$ cat src/rtl/svc_ram.sv
// Generic single-write, single-read RAM with registered read data.
// No dependencies.
module svc_ram #(
   parameter int WIDTH = 32,
   parameter int DEPTH = 16
) (
   input  logic                     clock,
   input  logic                     wr_en,
   input  logic [$clog2(DEPTH)-1:0] wr_addr,
   input  logic [WIDTH-1:0]         wr_data,
   input  logic                     rd_en,
   input  logic [$clog2(DEPTH)-1:0] rd_addr,
   output logic [WIDTH-1:0]         rd_data
);

   logic [WIDTH-1:0] mem [DEPTH];
   logic [WIDTH-1:0] rd_data_ff;

   always_ff @(posedge clock) begin
      if (wr_en) begin
         mem[wr_addr] <= wr_data;
      end
      if (rd_en) begin
         rd_data_ff <= mem[rd_addr];
      end
   end

   assign rd_data = rd_data_ff;

endmodule

$ cat config.mk
export PLATFORM = sky130hd
export DESIGN_NAME = svc_ram
export DESIGN_NICKNAME = d
export VERILOG_FILES = /design/src/rtl/svc_ram.sv
export SDC_FILE = /design/constraint.sdc
export NUM_CORES = 1
export LEC_CHECK = 0
export BUFFER_PORTS_ARGS = -buffer_cell sky130_fd_sc_hd__buf_4
export CORE_MARGIN = 2
export CORE_UTILIZATION = 30
export DETAILED_ROUTE_END_ITERATION = 6
export SLEW_MARGIN = 25
export SYNTH_ARGS = -nofsm -noshare
export SYNTH_HDL_FRONTEND = slang
export SYNTH_SLANG_ARGS = --single-unit
$ cat constraint.sdc
create_clock -name clock -period 7.26 [get_ports clock]
set_input_delay 0.726 -clock clock [delete_from_list [all_inputs] [get_ports clock]]
set_output_delay 0.726 -clock clock [all_outputs]
set_load 0.1 [all_outputs]
=== Word-level counts from Yosys, hierarchy flattened ===
Memory sizes are Yosys's and may differ from the RTL's. A register that Yosys moved wholly into a read port is not among the register bits.
Cells that the tools add are included.

* Word-level logic and storage cells: 3
* Memory bits (writable): 512
* Bits in registers: 0
* Output and inout port bits: 32
* Memories kept: 1
* Input bits: 43

{| class="wikitable"
|+ Memories
! memory !! words !! width !! rd ports !! clocked after memory_dff !! wr ports !! RTL line !! text
|-
| mem || 16 || 32 || 1 || 1 || 1 || 16 || <nowiki>logic [WIDTH-1:0] mem [DEPTH];</nowiki>
|}

* Muxes and demuxes: 2

{| class="wikitable"
|+ Operators by type and width
! kind !! count
|-
| $mux 1 || 2
|}

=== Depth between registers and ports, before layout ===
* Depth in word-level cells: 2
* Gate-level depth with buffers: 5
* Depth with buffers taken out: 3

=== Worst setup path before layout ===
Ideal clock, no wire load.

* Path type: input port to flip-flop
* Start: input port wr_addr[2]
* End: memory mem[0][0], enable pin
* Setup time: 0.461 ns
* Required time: 6.799 ns
* Slack: 3.354 ns
* Data arrival time: 3.444 ns
* Path buffers: 0
* Cell stages on the path: 2
* Path through: or3b_2 nor3_1

{| class="wikitable"
|+ RTL lines
! element !! RTL line !! text
|-
| start: declaration || 9 || <nowiki>input logic [$clog2(DEPTH)-1:0] wr_addr,</nowiki>
|-
| end: declaration || 16 ||
|}

No word-level cell before the write port.

==> results.toml <==
[synth]
synth_nets = 881
avgSynthCellArea_sq_um = 24.1
ys_types = 17
synth_warnings = 0
ys.flop_type = "edfxtp_1"
synth.top_cells.by_area = "edfxtp_1 (81%), mux4_2 (14%), a22oi_1 (2.4%)"
async_flop_share_pct = 0
yosysSeqAreaShare_pct = 81.0
synth_cells = 838
yosysTopAreaCellShare_pct = 81.0
synthTopCellsByCount = "edfxtp_1 (544), mux4_2 (128), a22oi_1 (64)"
yosys_register_bits = 544
synth_top_area_cell = "edfxtp_1"
synth_edf_count = 544
syn_area_sq_mm = 0.0202
synth.most_common_cell = "edfxtp_1"

[setup_path]
arrival_ns = 3.15
critical_path_class = "in2reg"
path_max_fanout = 67
endpoint_kind = "register"
cp-startpoint = "rd_addr[1]"
start_kind = "primary input"
worstPathRequired_ns = 7.60
reg2reg_depth = 3
rr_startpoint = "mem[7][3]$_DFFE_PP_"

[clocking]
cts-root-buf = "clkbuf_16"
cts-htree-levels = 2
clk_latency_ns = 0.59
clkTransAtPathRegs_ns = 0.06
cts_resized = 0
clk_path_buf_depth = 3
postCtsSetupBuffers = 0
postCtsHoldBufs = 0
cts_tree = "done"
numClockSinks = 544
cts_buffers = 55

[timing]
grt_setup_unrepaired = "no"
slew-limit-headroom_pct = 30.4
finalHoldViolCount = 0
drv_slew = 0
fin_setup_tns_ns = 0
finalSetupViolCount = 0
tightestPinTransition_ns = 1.04
skew_ns = 0.0135
period_share_pct = 38.8
period_needed_ns = 2.81
max_freq_mhz = 355

[finish]
fin_nets = 991
syn_to_final_growth_pct = 16.4
utilization_pct = 35.1
multi_input_area_sq_mm = 0.00375
antenna_cells = 0
drive_above_1_share_pct = 31.7
ff_latch_area_sq_mm = 0.0163
final_cells = 1858
nFillCells = 6067

[global_routing]
overflow = 0
antenna_found_initial = 2
grt_pass1_wl_um = 66000
groute.usage.overall_pct = 13.1
grt_pass1_vias = 9650
grt_max_degree = 68

[routing]
drt-initial-drc-count = 1058
vias = 9045
drcViolationCount = 0
wl_per_cell_um = 24.3
routed_via_density = 4.87
wl_um = 45100
dr.pass1.iters = 4
postRouteAntennaNets = 0

[hold_path]
hold_class = "in2reg"
hold_path_depth = 1
hold_path_startpoint = "wr_data[29]"

[job]
maxCapViolCount = 0

[die]
die_area_sq_mm = 0.0693
die_w_um = 263
ioPinCount = 75
initial_core_util_pct = 30.1
rows = 95
core_area_sq_mm = 0.0669
die_y_um = 263

[outcome]
status = "finished clean"

[placed_design]
port_buffers = 74
placed_cells = 1764
dp_hpwl_um = 20800
place_congestion = 0.671

[pwr]
p_leak_nw = 7.33
finalPower_w = 0.00651
ir_worst_vdd_mv = 0.201
powerDensity_mw_per_mm2 = 277
==> flip-flops by register name, summed over array words and instances, names as in the netlist <==
name	flops
rd_data	32
mem	512
==> through the flow <==
stage          area [sq um]  hold slack (ns)  setup slack, ns
2_1_floorplan         20200            0.710             3.35
3_3_place_gp          21900            0.725             3.82
3_5_place_dp          21900            0.733             3.81
4_1_cts               23500            0.400             4.44
5_1_grt               23500            0.419             4.30
6_report              23500            0.431             4.45
==> worst max-delay path, cell delays in order <==
cell	delay, ns
buf_4	0.76
buf_4	0.87
mux4_2	0.42
a22oi_1	0.22
nand2_1	0.07
==> power by group <==
group | internal, W | leakage, nW | switching [W]
Clock | 0.00142 | 0.773 | 0.00111
Sequential | 0.00354 | 4.94 | 0.0000212
Combinational | 0.000135 | 1.61 | 0.000286
==> routing by layer <==
| layer | GRT usage [%] | wire [um] | share of wire (%) |
|---|---|---|---|
| met1 | 18.5 | 20000 | 44 |
| met5 | 0 | 24 | 0.053 |
| met3 | 2.81 | 3090 | 6.9 |
| met2 | 20.4 | 21100 | 47 |
| met4 | 3.88 | 892 | 2.0 |
==> placed cells by master (no fill, tap or decap), types with 9 or more instances in the layout <==
| cell type | synthesis | layout |
|---|---|---|
| edfxtp_1 | 544 | 544 |
| mux4_2 | 128 | 128 |
| buf_4 | 11 | 94 |
| a22oi_1 | 64 | 64 |
| clkbuf_16 | 0 | 57 |
| nand2_1 | 33 | 33 |
| clkbuf_1 | 17 | 18 |
| nor2_4 | 0 | 13 |
| clkinv_1 | 0 | 9 |
| clkinv_2 | 0 | 9 |
==> area by class of cell <==
class,count,share of cell area (%)
Timing Repair Buffer,96,3.11
Sequential cell,544,69.5
Clock inverter,19,0.368
Clock buffer,75,6.36
Tap cell,873,4.65
Multi-Input combinational cell,251,16.0
==> cells by family after synthesis <==
group,synth area share [%]
muxes,14.3
DFF,81.0
and+or+nand+nor,1.25
AOI/OAI and AO/OA,2.38
buffers and inverters,1.10
==> final timing paths <==
kind                                               to  slack, ns
worst max-delay path            rd_data[21]$_DFFE_PP_       4.45
worst max register to register   rd_data[3]$_DFFE_PP_       5.85
worst min register to register  rd_data[22]$_DFFE_PP_       0.74
worst min-delay path             mem[4][29]$_DFFE_PP_       0.43
(Power assumes the default switching activity.)
